`src/rtl/core/tfc_pkg.sv`:
```
package tfc_pkg;

	// Configuration port
	localparam int CFG_IDX_W      = 3;
	localparam int CFG_DATA_W     = 60;
	localparam int NUM_PLANE_REGS = 6;
	localparam int CNT_W          = 3;

	// Register indexes
	localparam logic [CFG_IDX_W-1:0] REG_PLANE_COUNT = CFG_IDX_W'(NUM_PLANE_REGS);

	localparam logic [CNT_W-1:0] PLANE_COUNT_RST = CNT_W'(6);

	// Plane word fields
	localparam int NRM_W   = 12;
	localparam int DIST_W  = 24;
	// d is Q16.8, products are Q.18: align d by the normal's fraction bits
	localparam int D_ALIGN = 10;

	localparam int NUM_VERTS = 3;
	localparam int NUM_AXES  = 3;

	// Queue between classifier and mesh tracker
	localparam int QUEUE_DEPTH = 4;
	localparam int QPTR_W      = 2;
	localparam int QCNT_W      = 3;

	typedef struct packed {
		logic [NRM_W-1:0]  nx;
		logic [NRM_W-1:0]  ny;
		logic [NRM_W-1:0]  nz;
		logic [DIST_W-1:0] d;
	} plane_t;

	// One classified triangle
	typedef struct packed {
		logic culled;
		logic last;
	} item_t;

	// Queue status seen by the front part
	typedef struct packed {
		logic full;
		logic empty;
	} q_status_t;

endpackage

```
`src/rtl/core/tfc_back.sv`:
```
module tfc_back import tfc_pkg::*; (
	input  logic  clk,
	input  logic  arst_n,
	input  logic  q_valid,
	input  item_t q_item,
	output logic  q_pop,
	output logic  out_valid,
	input  logic  out_ready,
	output logic  triangle_culled,
	output logic  mesh_outside,
	output logic  end_of_mesh
);

	logic all_culled_q;
	logic out_valid_q;
	logic culled_q, outside_q, last_q;
	logic acc;

	// Take the next transaction when the output register is free or draining
	assign q_pop = q_valid && (!out_valid_q || out_ready);
	assign acc   = all_culled_q && q_item.culled;

	always_ff @(posedge clk or negedge arst_n) begin
		if (!arst_n) begin
			all_culled_q <= 1'b1;
			out_valid_q  <= 1'b0;
		end else begin
			if (q_pop) begin
				out_valid_q  <= 1'b1;
				all_culled_q <= q_item.last ? 1'b1 : acc;
			end else if (out_ready) begin
				out_valid_q <= 1'b0;
			end
		end
	end

	// Result payload
	always_ff @(posedge clk) begin
		if (q_pop) begin
			culled_q  <= q_item.culled;
			outside_q <= q_item.last && acc;
			last_q    <= q_item.last;
		end
	end

	assign out_valid       = out_valid_q;
	assign triangle_culled = culled_q;
	assign mesh_outside    = outside_q;
	assign end_of_mesh     = last_q;

`ifndef SYNTHESIS
	a_mesh_restart: assert property (@(posedge clk) disable iff (!arst_n)
		(q_pop && q_item.last) |=> all_culled_q) else $error("mesh flag not restarted");
	a_flag_sticky: assert property (@(posedge clk) disable iff (!arst_n)
		(q_pop && !q_item.last && !q_item.culled) |=> !all_culled_q)
		else $error("uncovered triangle not recorded");
	a_outside_implies: assert property (@(posedge clk) disable iff (!arst_n)
		(out_valid_q && outside_q) |-> (last_q && culled_q))
		else $error("mesh outside without culled last triangle");
`endif

endmodule

```
`config.mk`:
```
export PLATFORM = sky130hd
export DESIGN_NAME = tfc_back
export DESIGN_NICKNAME = d
export VERILOG_FILES = /design/src/rtl/core/tfc_pkg.sv /design/src/rtl/core/tfc_back.sv
export SDC_FILE = /design/constraint.sdc
export NUM_CORES = 1
export LEC_CHECK = 0
export ABC_AREA = 0
export BUFFER_PORTS_ARGS = -buffer_cell sky130_fd_sc_hd__buf_2
export CAP_MARGIN = 40
export CORE_AREA = 3 3 40 42
export DETAILED_ROUTE_END_ITERATION = 10
export DIE_AREA = 0 0 43 45
export GPL_TIMING_DRIVEN = 0
export SETUP_SLACK_MARGIN = 0.2
export SKIP_LAST_GASP = 1
export SLEW_MARGIN = 25
export SYNTH_ARGS = -nofsm -noshare
export SYNTH_HDL_FRONTEND = slang
export SYNTH_SLANG_ARGS = --single-unit
```
`constraint.sdc`:
```
create_clock -name clk -period 0.85 [get_ports clk]
set_input_delay 0.17 -clock clk [delete_from_list [all_inputs] [get_ports clk]]
set_output_delay 0.17 -clock clk [all_outputs]
set_load 0.005 [all_outputs]
```
==> Word-level counts from Yosys, hierarchy flattened <==
Index checks and enable logic that the tools add are counted.
{ "classes": {"n_reduce_logical": 6, "n_mux": 3} }
{ "ops": {"columns": ["cell", "count"], "rows": [
  ["$logic_and A1 B1 Y1", 3],
  ["$mux W1", 3],
  ["$reduce_bool A2 Y1", 1],
  ["$logic_not A1 Y1", 1],
  ["$logic_or A1 B1 Y1", 1]
]} }
{ "totals": {"regBits": 5, "in_bits": 6} }

==> Logic depth before layout (Yosys ltp) <==
{ "logic_depth": {"word_depth": 4, "ltp_mapped": 3, "ltp_nobuf": 3} }

==> Worst setup path before layout <==
OpenSTA, ideal clock, no wires.
{ "synth_timing": {"path_type": "register to register", "from": "register out_valid_q, in the netlist out_valid", "to": "register last_q, in the netlist end_of_mesh, enable pin", "stages_incl_launch_ff": 3, "slack_ns": -0.081, "arrival_time_ns": 0.635, "setup_time_ns": 0.295, "n_path_buf": 0, "required_ns": 0.555, "path_cell_list": "dfrtp_1 -> nand2b_4 -> and2_4"} }
{ "synth_between": {"elab_chain_len": 3} }
{ "synth_rtl": {"columns": ["element", "line_no", "text"], "rows": [
  ["start: declaration", "tfc_back.sv:15", "logic out_valid_q;"],
  ["start signal: assignment", "tfc_back.sv:26", "out_valid_q <= 1'b0;"],
  ["start signal: assignment", "tfc_back.sv:29", "out_valid_q <= 1'b1;"],
  ["start signal: assignment", "tfc_back.sv:32", "out_valid_q <= 1'b0;"],
  ["$logic_not A1 Y1", "tfc_back.sv:20", "assign q_pop = q_valid && (!out_valid_q || out_ready);"],
  ["$logic_or A1 B1 Y1", "tfc_back.sv:20", null],
  ["$logic_and A1 B1 Y1", "tfc_back.sv:20", null],
  ["named net q_pop", "tfc_back.sv:6", "output logic q_pop,"],
  ["end signal: assignment", "tfc_back.sv:42", "last_q <= q_item.last;"],
  ["end: declaration", "tfc_back.sv:16", "logic culled_q, outside_q, last_q;"]
]} }
The timed path passes the listed nets, and every way through them passes these cells.
A chain may end at the register's enable or synchronous reset.

==> Worst setup path in the final report <==
{ "layout_timing": {"from": "register out_valid_q, in the netlist out_valid", "to": "output q_pop"} }
{ "layout_between": {"elab_chain_len": 3} }
{ "layout_rtl": {"columns": ["element", "line_no"], "rows": [
  ["$logic_not A1 Y1", "tfc_back.sv:20"],
  ["$logic_or A1 B1 Y1", "tfc_back.sv:20"],
  ["$logic_and A1 B1 Y1", "tfc_back.sv:20"],
  ["end: declaration", "tfc_back.sv:6"]
]} }
Every way passes these cells.

==> impl_metrics.json <==
{
  "clockRootBuffer": "clkbuf_4",
  "cp_cell_sequence": "nand2b_4 -> and2_4 -> buf_6",
  "ios": 11,
  "final_antenna_net_count": 0,
  "grt_pass1_wl_microns": 786,
  "synth_flop_cell": "edfxtp_1",
  "post_synth.cell_area_avg_sq_um": 17.63,
  "seq_area_sq_um": 141.4,
  "slew_headroom": 0.9035,
  "hold_slack_ns": 0.1371,
  "yosys.cell_count.top_type": "edfxtp_1",
  "skew_ns": 0.001328,
  "finalSetupViolCount": 10,
  "wl_per_cell_microns": 9.955,
  "use_met1": 0.07160,
  "h-tree-depth": 1,
  "ys_seq_area_frac": 0.7290,
  "gr-usage-all-layers": 0.06381,
  "grt_pass1_vias": 178,
  "synth-edff-count": 3,
  "yosys.area.top_type": "edfxtp_1",
  "syn_inst": 11,
  "design_area_sq_um": 334.1,
  "p_leak_uw": 0.0001572,
  "synth_cell_types": 9,
  "start_kind": "flop",
  "yosysTopAreaCellShare": 0.4645,
  "drc_errors": 0,
  "fin_crit_sh": 1.333,
  "die-area_sq_um": 1935,
  "multiInputGateArea_sq_um": 52.55,
  "rsz0062_at_grt": "true",
  "io_buffers": 10,
  "fin_ws_ns": -0.2831,
  "vias_per_cell": 3.591,
  "chipWidth_microns": 43,
  "p_per_area_nw_per_um2": 1976,
  "fp.dieH_microns": 45,
  "antennaDiodeCount": 0,
  "max_stage_delay_ns": 0.41,
  "synthArstFlopShare": 0.4000,
  "synth_area_sq_um": 193.9,
  "dr.pass1.iters": 2,
  "gp_congestion": 0.7158,
  "cts_sinks": 5,
  "critPathSlowestCell": "dfrtp_1",
  "cp_top_family": "flip-flops",
  "end_kind": "primary output",
  "cts.clk_slew.worst_paths_ns": 0.04,
  "core_area_sq_um": 1285,
  "violations": "negative setup slack",
  "cts_buffer_depth": 2,
  "area_growth_pct": 72.26,
  "worst-path-buf-inv": 1,
  "antenna_found_initial": 0,
  "crit_type": "flop to primary output",
  "finalHoldViolations": 0,
  "status": "finished, violations left",
  "post-route-min-period_ns": 1.133,
  "cts_tree": "yes",
  "cp.required_ns": 0.68,
  "dr.first_iter.drc_count": 1,
  "nets": 36,
  "yosys_warnings": 0,
  "met2_usage": 0.07784,
  "vdd_drop_max_v": 0.0007915,
  "max_freq_ghz": 0.8825,
  "place_area_sq_um": 262.8,
  "insertion_delay_ns": 0.24,
  "cp.arrival_ns": 0.96,
  "fin_total_pwr_uw": 660.3,
  "fill_cells": 139,
  "std_cell_rows": 13,
  "start_util": 0.1509,
  "via_count": 158,
  "layout-drive-gt1-share": 0.6552,
  "worstPathMaxFanout": 2,
  "synth_seq_cells": 5,
  "overflow": 0,
  "syn-num-nets": 17,
  "grt.met3_usage": 0.07171,
  "top_usage_layer": "met2",
  "cts_made_buffers": 3,
  "routed_wl_microns": 438,
  "tightestPinTransition_ns": 0.1448,
  "maxCapViolations": 0,
  "grt_max_degree": 5,
  "min_path_type": "input port to flop",
  "slew_viol_final": 0,
  "ys_top_cells_by_area": "edfxtp_1 (46%), dfstp_2 (14%), dfrtp_1 (13%)"
}
area by class of cell:
type,count,share of cell area
Tap cell,15,0.05618
Timing Repair Buffer,14,0.2846
Clock buffer,4,0.07865
Multi-Input combinational cell,6,0.1573
Sequential cell,5,0.4232
state kept, by name, summed over array words and instances, names as in the netlist:
register	cells
all_culled_q	1
end_of_mesh	1
mesh_outside	1
out_valid	1
triangle_culled	1
cells in the final DEF (no fill, tap or decap):
master,Yosys,routed
clkbuf_4,0,3
dfrtp_1,1,1
dfstp_2,1,1
buf_2,0,8
nand2b_4,1,1
dlygate4sd3_1,0,1
buf_6,0,2
edfxtp_1,3,3
nand3b_1,1,1
or2b_1,1,1
and3_1,1,1
buf_4,0,3
a22o_1,1,1
and2_4,1,1
clkbuf_1,0,1
worst reg2reg max path: stages, from the launching register on:
cell and delay [ns]:
dfrtp_1 0.41, nand2b_4 0.08, and2_4 0.14, buf_4 0.13
per-layer routing:
metal | routed length, microns | vias to the layer above | share of wire
met5 | 0 | - | 0
met4 | 0 | 0 | 0
met3 | 68 | 0 | 0.16
met2 | 168 | 14 | 0.38
met1 | 200 | 69 | 0.46
li1 | - | 75 | -
power breakdown:
| part | switching [uW] | internal (uW) |
|---|---|---|
| Combinational | 31.5 | 58.1 |
| Clock | 98.0 | 178 |
| Sequential | 9.10 | 286 |
| Total | 139 | 522 |
timing repair:
action,in CTS,in global routing
endpoints found under the setup margin,11,11
hold buffers,1,0
setup buffers,3,0
resized for setup,2,0
endpoints found under the hold margin,2,0
cloned,0,0
path summary, 6_finish.rpt:
path	start	endpoint	slack [ns]	cells past startpoint
max	out_valid$_DFFE_PN0P_	q_pop	-0.28	3
min	q_item[1]	triangle_culled$_DFFE_PP_	0.14	1
max reg2reg	out_valid$_DFFE_PN0P_	end_of_mesh$_DFFE_PP_	-0.19	3
min reg2reg	all_culled_q$_DFFE_PN1P_	all_culled_q$_DFFE_PN1P_	0.56	1
max in group asynchronous	arst_n	all_culled_q$_DFFE_PN1P_	0.41	2
min in group asynchronous	arst_n	out_valid$_DFFE_PN0P_	0.24	2
metrics by stage:
stage	utilization	worst slack (ns)	cells	TNS, ns
after floorplan	-	-0.07571	11	-0.2397
after global placement	0.2045	-0.08973	36	-0.3738
after detailed placement	0.2045	-0.09107	36	-0.3910
after CTS	0.2600	-0.2796	44	-1.407
after global routing	0.2600	-0.3414	44	-1.897
final	0.2600	-0.2831	44	-1.437
cells by family after synthesis:
logic type	after synthesis	synth area share
AOI/OAI and AO/OA	1	0.04517
DFF	5	0.7291
and+or+nand+nor	5	0.2258
Note: power is estimated with default switching activity, not from simulation.
