### src/rtl/core/tfc_pkg.sv
package tfc_pkg;

	// Configuration port
	localparam int CFG_IDX_W      = 3;
	localparam int CFG_DATA_W     = 60;
	localparam int NUM_PLANE_REGS = 6;
	localparam int CNT_W          = 3;

	// Register indexes
	localparam logic [CFG_IDX_W-1:0] REG_PLANE_COUNT = CFG_IDX_W'(NUM_PLANE_REGS);

	localparam logic [CNT_W-1:0] PLANE_COUNT_RST = CNT_W'(6);

	// Plane word fields
	localparam int NRM_W   = 12;
	localparam int DIST_W  = 24;
	// d is Q16.8, products are Q.18: align d by the normal's fraction bits
	localparam int D_ALIGN = 10;

	localparam int NUM_VERTS = 3;
	localparam int NUM_AXES  = 3;

	// Queue between classifier and mesh tracker
	localparam int QUEUE_DEPTH = 4;
	localparam int QPTR_W      = 2;
	localparam int QCNT_W      = 3;

	typedef struct packed {
		logic [NRM_W-1:0]  nx;
		logic [NRM_W-1:0]  ny;
		logic [NRM_W-1:0]  nz;
		logic [DIST_W-1:0] d;
	} plane_t;

	// One classified triangle
	typedef struct packed {
		logic culled;
		logic last;
	} item_t;

	// Queue status seen by the front part
	typedef struct packed {
		logic full;
		logic empty;
	} q_status_t;

endpackage

### src/rtl/core/tfc_queue.sv
module tfc_queue import tfc_pkg::*; (
	input  logic      clk,
	input  logic      arst_n,
	input  logic      push,
	input  item_t     push_item,
	input  logic      pop,
	output item_t     pop_item,
	output q_status_t status
);

	item_t             mem_q [QUEUE_DEPTH];
	logic [QPTR_W-1:0] wr_ptr_q, rd_ptr_q;
	logic [QCNT_W-1:0] count_q;

	// Pointers and fill level
	always_ff @(posedge clk or negedge arst_n) begin
		if (!arst_n) begin
			wr_ptr_q <= '0;
			rd_ptr_q <= '0;
			count_q  <= '0;
		end else begin
			if (push) wr_ptr_q <= wr_ptr_q + 1'b1;
			if (pop)  rd_ptr_q <= rd_ptr_q + 1'b1;
			if (push && !pop)      count_q <= count_q + 1'b1;
			else if (pop && !push) count_q <= count_q - 1'b1;
		end
	end

	// Storage
	always_ff @(posedge clk) begin
		if (push) mem_q[wr_ptr_q] <= push_item;
	end

	assign pop_item     = mem_q[rd_ptr_q];
	assign status.full  = (count_q == QCNT_W'(QUEUE_DEPTH));
	assign status.empty = (count_q == '0);

`ifndef SYNTHESIS
	a_no_overflow: assert property (@(posedge clk) disable iff (!arst_n)
		status.full |-> !push) else $error("queue written while full");
	a_no_underflow: assert property (@(posedge clk) disable iff (!arst_n)
		status.empty |-> !pop) else $error("queue read while empty");
	a_count_range: assert property (@(posedge clk) disable iff (!arst_n)
		count_q <= QCNT_W'(QUEUE_DEPTH)) else $error("queue count out of range");
`endif

endmodule

### config.mk
export PLATFORM = sky130hd
export DESIGN_NAME = tfc_queue
export DESIGN_NICKNAME = d
export VERILOG_FILES = /design/src/rtl/core/tfc_pkg.sv /design/src/rtl/core/tfc_queue.sv
export SDC_FILE = /design/constraint.sdc
export NUM_CORES = 1
export LEC_CHECK = 0
export BUFFER_PORTS_ARGS = -buffer_cell sky130_fd_sc_hd__buf_2
export CORE_UTILIZATION = 40
export DETAILED_ROUTE_END_ITERATION = 8
export PLACE_DENSITY = 0.65
export SYNTH_ARGS = -nofsm -noshare
export SYNTH_HDL_FRONTEND = slang
export SYNTH_SLANG_ARGS = --single-unit
### constraint.sdc
create_clock -name clk -period 1.64 [get_ports clk]
set_input_delay 0.082 -clock clk [delete_from_list [all_inputs] [get_ports clk]]
set_output_delay 0.082 -clock clk [all_outputs]
set_load 0.03 [all_outputs]
# After elaboration in Yosys (flattened, before gate mapping)
# Memories as Yosys holds them, arrays and structs flattened.
# Cells that the tools add are included.
# totals
input_bits	6
word_cells	19
ff_bits	7
ram_bits	8
n_memories	1
# memory_table
memory	depth	word_bits	rd	rd_clocked_by_memory_dff	write_ports	line	rtl
mem_q	4	2	1	0	1	tfc_queue.sv:11	item_t mem_q [QUEUE_DEPTH];
# classes
n_reduce_logical	6
eq_ne	1
addsub	4
mux	4
# op_table
operator	n
3-bit 2-to-1 mux	2
2-bit by 1-bit adder with 2-bit output (second input constant)	2
3-bit by 1-bit adder with 3-bit output (second input constant)	1
3-bit == test (second input constant)	1
3-bit zero test	1
3-bit by 1-bit subtractor with 3-bit output (second input constant)	1
1-bit logical AND	2
1-bit zero test	2
1-bit 2-to-1 mux	2
2-bit nonzero test	1

# Longest topological paths before layout
# Gate-level depths: netlist of run 1.
# logic_depth
ltp_word	4
mapped_depth	7
depth_no_buf	7

# Least setup slack after synthesis of run 1
# No wires, ideal clock.
# synth_timing
path_kind	reg-to-reg
start	register count_q[0]
end	register count_q[2]
setup_slack_ps	324
arrival_ps	1237
setup_ps	79
required_ps	1561
period_less_slack_ps	1316
path_stages_with_launch	5
n_path_buf	0
cell_sequence	dfrtp_1 fa_1 xor2_1 nor2_1 xor2_1
# synth_via
elab_chain_cells	3
# synth_lines
element	line	rtl
start, declared	tfc_queue.sv:13	logic [QCNT_W-1:0] count_q;
start signal, assigned	tfc_queue.sv:24	if (push && !pop) count_q <= count_q + 1'b1;
start signal, assigned	tfc_queue.sv:25	else if (pop && !push) count_q <= count_q - 1'b1;
3-bit by 1-bit subtractor with 3-bit output	tfc_queue.sv:25	
3-bit 2-to-1 mux	tfc_queue.sv:25	
3-bit 2-to-1 mux (*)	tfc_queue.sv:24	
# Mark *: on every way between the ends. The rest lies on a longest branch, timed or not. The select of a mux whose other input is x is not followed.
# A chain may end at the register's enable or synchronous reset.

==> impl_metrics.json, run 1 <==
{
  "worst_pin_slew_ns": 0.185,
  "syn-cell-area_sq_um": 683,
  "cap_violations": 0,
  "critPathLaunchType": "flop",
  "fillCellCount": 146,
  "finalCriticalPeriod_ns": 1.55,
  "cpPeakStageDelay_ns": 0.56,
  "violations": "DRC",
  "finalHoldViolCount": 0,
  "worstReg2RegStart": "count_q[0]$_DFFE_PN0P_",
  "num_antenna_cells": 0,
  "cts_setup_buffers": 0,
  "relSlewSlack_pct": 87.7,
  "grt_max_degree": 10,
  "cp-end-kind": "output port",
  "pin_count": 10,
  "clk_pin_slew_ns": 0.08,
  "final_area_sq_um": 786,
  "irDropWorstVdd_mv": 0.751,
  "rows": 14,
  "crit_chain": "mux4_1 -> buf_2",
  "die_w_um": 43.3,
  "syn_nets": 56,
  "finalSetupViolCount": 0,
  "yosys_warnings": 0,
  "status": "complete, but fails checks",
  "placed_cells": 69,
  "routed-via-count": 339,
  "grt_pass1_vias": 346,
  "startpoint": "rd_ptr_q[0]$_DFFE_PN0P_",
  "die_y_um": 43.3,
  "finalSetupTns_ns": 0,
  "placed_area_sq_um": 748,
  "power_mw": 1.31,
  "regArea_sq_um": 415,
  "slowest_stage": "mux4_1",
  "wl_um": 856,
  "mostFrequentLayoutCells": "buf_2 (9), edfxtp_1 (8), dfrtp_1 (7)",
  "synthMuxAreaShare_pct": 9.34,
  "grt_antenna_before_repair": 0,
  "synth_compound_area_share_pct": 0.733,
  "rsz0062_at_grt": "false",
  "synth-simple-area-share_pct": 7.14,
  "ant_nets": 0,
  "worst_hold_path_type": "input port to flop",
  "synth_fa_ha_area_share_pct": 12.1,
  "cts_tree": "yes",
  "powerDensity_nw_per_um2": 1660,
  "nNetsFinal": 71,
  "multi_input_area_sq_um": 253,
  "max_freq_ghz": 0.646,
  "cts_buffers": 3,
  "yosysUniqueCellTypes": 15,
  "syn_area_per_cell_sq_um": 15.5,
  "synthCells": 44,
  "drc": 2,
  "min_period_over_period_pct": 94.3,
  "gr-total-overflow": 0,
  "synth-xor-area-share_pct": 7.69,
  "cp_data_required_time_ns": 1.56,
  "p_leak_nw": 0.347,
  "fin_skew_ns": 0.00544,
  "fin_hold_ws_ns": 0.00919,
  "dr.pass1.iters": 5,
  "grt_usage_pct": 12.1,
  "synth_top_family_by_area": "adder cells",
  "worstSetupPathType": "flop to output port",
  "final-max-slew-violation-count": 0,
  "placeableCoreArea_sq_um": 1560,
  "fin_cells": 74,
  "synth_seq_cells": 15,
  "post_drt_wl_per_cell_um": 11.6,
  "layout-drive-gt1-share_pct": 24.1,
  "cp_top_family": "multiplexers",
  "critPathMaxFanout": 4,
  "dieArea_sq_um": 1880,
  "cts.sinks": 15,
  "crit_arrival_ns": 1.47,
  "clk_latency_ns": 0.28,
  "hp-start": "pop",
  "first_iter_violations": 3,
  "gp_congestion": 0.780,
  "area_growth_pct": 15.0,
  "initial_core_util_pct": 43.8,
  "critPathBufInv": 1,
  "clock_path_buffers": 2,
  "htreeDepth": 1,
  "io_buffers": 9,
  "vias_per_cell": 4.58,
  "ys_seq_area_share_pct": 60.8,
  "ctsRootBufferMaster": "clkbuf_4",
  "grt_pass1_wl_um": 1570,
  "layout_commonest_cell": "buf_2"
}
[power breakdown]
group / switching [mW] / internal (mW)
clock: 0.115 / 0.0905
sequential: 0.113 / 0.529
combinational: 0.245 / 0.213
[worst paths after layout]
path	end	cells after the start	slack, ns
worst max register to register	count_q[2]$_DFFE_PN0P_	4	0.26
min in group asynchronous	count_q[1]$_DFFE_PN0P_	2	0.15
worst max-delay path	pop_item[1]	2	0.09
worst min register to register	count_q[2]$_DFFE_PN0P_	1	0.50
worst min-delay path	rd_ptr_q[0]$_DFFE_PN0P_	2	0.009
max in group asynchronous	count_q[2]$_DFFE_PN0P_	2	1.34
[per-layer routing]
layer	part of all wire [%]	track usage [%]
met5	0	0
met2	43	17.3
met4	0	1.88
met1	51	16.1
met3	5.8	7.66
[worst reg2reg max path, delay by kind of cell, from the launching register on]
family	cells	cell delay, ns
adder cells (fa/ha/maj)	1	0.45
flip-flops	1	0.44
XOR/XNOR	2	0.31
AND/OR/NAND/NOR	1	0.11
[Yosys cell counts]
cell,instances,area share [%]
edfxtp_1,8,35
ha_1,5,9.2
dfrtp_1,7,26
mux4_1,2,7.7
nor2_1,1,0.55
nor3_1,1,0.73
xnor2_1,2,2.6
nand2_1,2,1.1
fa_1,1,2.9
xor2_1,4,5.1
inv_1,4,2.2
mux2_2,1,1.6
and2_1,4,3.7
o21ai_0,1,0.73
nor3b_1,1,1.1
[metrics by stage]
stage	util [%]	setup slack [ns]
2_1_floorplan	-	0.324
3_3_place_gp	48.0	0.283
3_5_place_dp	48.0	0.249
4_1_cts	50.4	0.0621
5_1_grt	50.4	0.0310
6_report	50.4	0.0927
[timing repair]
action / CTS / global route
endpoints found under the setup margin: 0 / 0
hold buffers: 1 / 0
gates resized for setup: 0 / 0
hold endpoints to repair: 7 / 0
[kinds of logic (layout without fill, tap and decap cells)]
logic type                 after synthesis  after routing
muxes                                    3              3
adders and majority gates                6              6
and+or+nand+nor                          9              9
buffers and inverters                    4             18
xor gates and xnor gates                 6              6
DFF                                     15             15
AOI/OAI and AO/OA                        1              1
[registers in the layout (all words and copies together), names as in the netlist]
signal and flops:
count_q 3, mem_q 8, rd_ptr_q 2, wr_ptr_q 2
[cell type report]
type	count	share of cell area [%]
timing repair buffer	10	7.01
clock inverter	1	0.637
clock buffer	3	2.87
tap	16	2.55
inverter	4	1.91
sequential	15	52.9
multi-input combinational	25	32.2
(Power assumes the default switching activity.)
==> inputs of run 2 (changes only) <==
--- a/config.mk
+++ b/config.mk
@@ -7,7 +7,8 @@
 export LEC_CHECK = 0
 export BUFFER_PORTS_ARGS = -buffer_cell sky130_fd_sc_hd__buf_2
-export CORE_UTILIZATION = 40
+export CORE_UTILIZATION = 52
 export DETAILED_ROUTE_END_ITERATION = 8
-export PLACE_DENSITY = 0.65
+export GPL_TIMING_DRIVEN = 0
+export PLACE_DENSITY = 0.8
 export SYNTH_ARGS = -nofsm -noshare
 export SYNTH_HDL_FRONTEND = slang
==> constraint.sdc (replaced) <==
create_clock -name clk -period 1.64 [get_ports clk]
set_input_delay 0.082 -clock clk [delete_from_list [all_inputs] [get_ports clk]]
set_output_delay 0.082 -clock clk [all_outputs]
set_load 0.01 [all_outputs]
==> impl_metrics.json, run 2 (same netlist as run 1, synthesis figures left out) <==
{
  "dieArea_sq_um": 1460,
  "clock_path_buffers": 2,
  "placed_cells": 67,
  "grt_pass1_vias": 357,
  "place_hpwl_um": 640,
  "r2r_slack_ns": 0.28,
  "worstReg2RegStart": "count_q[0]$_DFFE_PN0P_",
  "hold_end": "mem_q[2][0]$_DFFE_PP_",
  "finalHoldViolCount": 0,
  "wl_met1_um": 405,
  "wl_met2_um": 454,
  "final-max-slew-violation-count": 0,
  "num_antenna_cells": 0,
  "cp_data_required_time_ns": 1.85,
  "rows": 12,
  "fin_skew_ns": 0.00708,
  "worst_hold_path_type": "input port to flop",
  "fin_hold_ws_ns": 0.0214,
  "top_regs": "mem_q: 8 flops, count_q: 3 flops",
  "die_w_um": 38.2,
  "dr.pass1.iters": 3,
  "status": "finished, final reports clean",
  "critPathMaxFanout": 3,
  "gp_congestion": 0.703,
  "powerDensity_nw_per_um2": 1520,
  "wl_um": 927,
  "relSlewSlack_pct": 86.9,
  "route.met3.wl_um": 22,
  "cts_buffers": 3,
  "irDropWorstVdd_mv": 0.777,
  "grt_usage_pct": 16.6,
  "clk_pin_slew_ns": 0.09,
  "placeableCoreArea_sq_um": 1160,
  "vias_per_cell": 4.92,
  "reg2reg_to": "count_q[2]$_DFFE_PN0P_",
  "io_buffers": 9,
  "cap_violations": 0,
  "top_register": "mem_q",
  "grt_max_degree": 10,
  "cp-end-kind": "flop",
  "gr-total-overflow": 0,
  "routed-via-count": 369,
  "finalCriticalPeriod_ns": 1.61,
  "worst_pin_slew_ns": 0.196,
  "finalSetupViolCount": 0,
  "first_iter_violations": 7,
  "power_mw": 1.24,
  "crit_arrival_ns": 1.83,
  "largest_register_ffs": 8,
  "clk_latency_ns": 0.28,
  "cts.sinks": 15,
  "hp-start": "push_item[0]",
  "grt_pass1_wl_um": 1450,
  "layout-drive-gt1-share_pct": 27.9,
  "p_leak_nw": 0.359,
  "critPathLaunchType": "input port",
  "ant_nets": 0,
  "ctsRootBufferMaster": "clkbuf_4",
  "highest_layer": "met4",
  "cts_tree": "yes",
  "whs_path_depth": 1,
  "min_period_over_period_pct": 98.3,
  "max_freq_ghz": 0.620,
  "initial_core_util_pct": 59.1,
  "nNetsFinal": 74,
  "post_drt_wl_per_cell_um": 12.4,
  "grt_antenna_before_repair": 0,
  "fin_cells": 75,
  "die_y_um": 38.2,
  "mostFrequentLayoutCells": "buf_2 (9), edfxtp_1 (8), dfrtp_1 (7)",
  "area_growth_pct": 19.4,
  "drc": 0,
  "worstSetupPathType": "input port to flop",
  "layout_commonest_cell": "buf_2",
  "reg2regPathDepth": 4,
  "pin_count": 10,
  "htreeDepth": 1
}
==> run 2: worst max path at each step <==
stage                      startpoint                     end  slack [ns]  depth (start not counted)
4_1_cts                           pop  count_q[2]$_DFFE_PN0P_        0.01                          9
3_3_place_gp   count_q[0]$_DFFE_PN0P_  count_q[2]$_DFFE_PN0P_        0.28                          4
3_5_place_dp                     push  count_q[2]$_DFFE_PN0P_        0.24                          7
6_report                          pop  count_q[2]$_DFFE_PN0P_        0.03                          9
5_1_grt                           pop  count_q[2]$_DFFE_PN0P_       -0.01                          9
2_1_floorplan  count_q[0]$_DFFE_PN0P_  count_q[2]$_DFFE_PN0P_        0.32                          4
==> run 2: worst max-delay path: stages <==
cell and delay [ns]:
dlygate4sd3_1 0.54, buf_2 0.15, inv_1 0.05, ha_2 0.18
inv_1 0.05, fa_2 0.33, xor2_1 0.16, nor2_1 0.13
xor2_1 0.15
==> run 2: repair_timing <==
action | in CTS | in global routing
endpoints found under the setup margin | 0 | 1
hold endpoints to repair | 10 | 0
gates resized for setup | 0 | 2
hold buffers | 3 | 0
buffers inserted | 0 | 1
==> run 2: per-layer routing <==
metal  track usage [%]  vias to the layer above
met5                 0                        -
met4              18.8                        0
met3              3.49                        4
met2              22.5                        7
met1              20.4                      173
li1                  -                      185
==> run 2: cell type report <==
class,instances,area [sq um]
sequential,15,415
fill,71,340
multi-input combinational,25,258
timing repair buffer,13,82.6
clock buffer,3,22.5
tap,14,17.5
inverter,4,15.0
clock inverter,1,5.00
==> run 2: per-stage QoR <==
step / setup slack, ns / setup TNS (ns) / utilization [%] / instance area (sq um)
final: 0.0284 / 0 / 70.6 / 816
after global routing: -0.0117 / -0.0117 / 70.6 / 816
after CTS: 0.0115 / 0 / 69.5 / 803
after detailed placement: 0.239 / 0 / 64.5 / 746
after global placement: 0.280 / 0 / 64.5 / 746
after floorplan: 0.324 / 0 / - / 683
==> run 2: where the power goes <==
part	switching [mW]	leakage [nW]	internal (mW)	total [mW]
clock	0.116	0.0177	0.0905	0.206
combinational	0.168	0.186	0.218	0.386
sequential	0.115	0.156	0.529	0.644
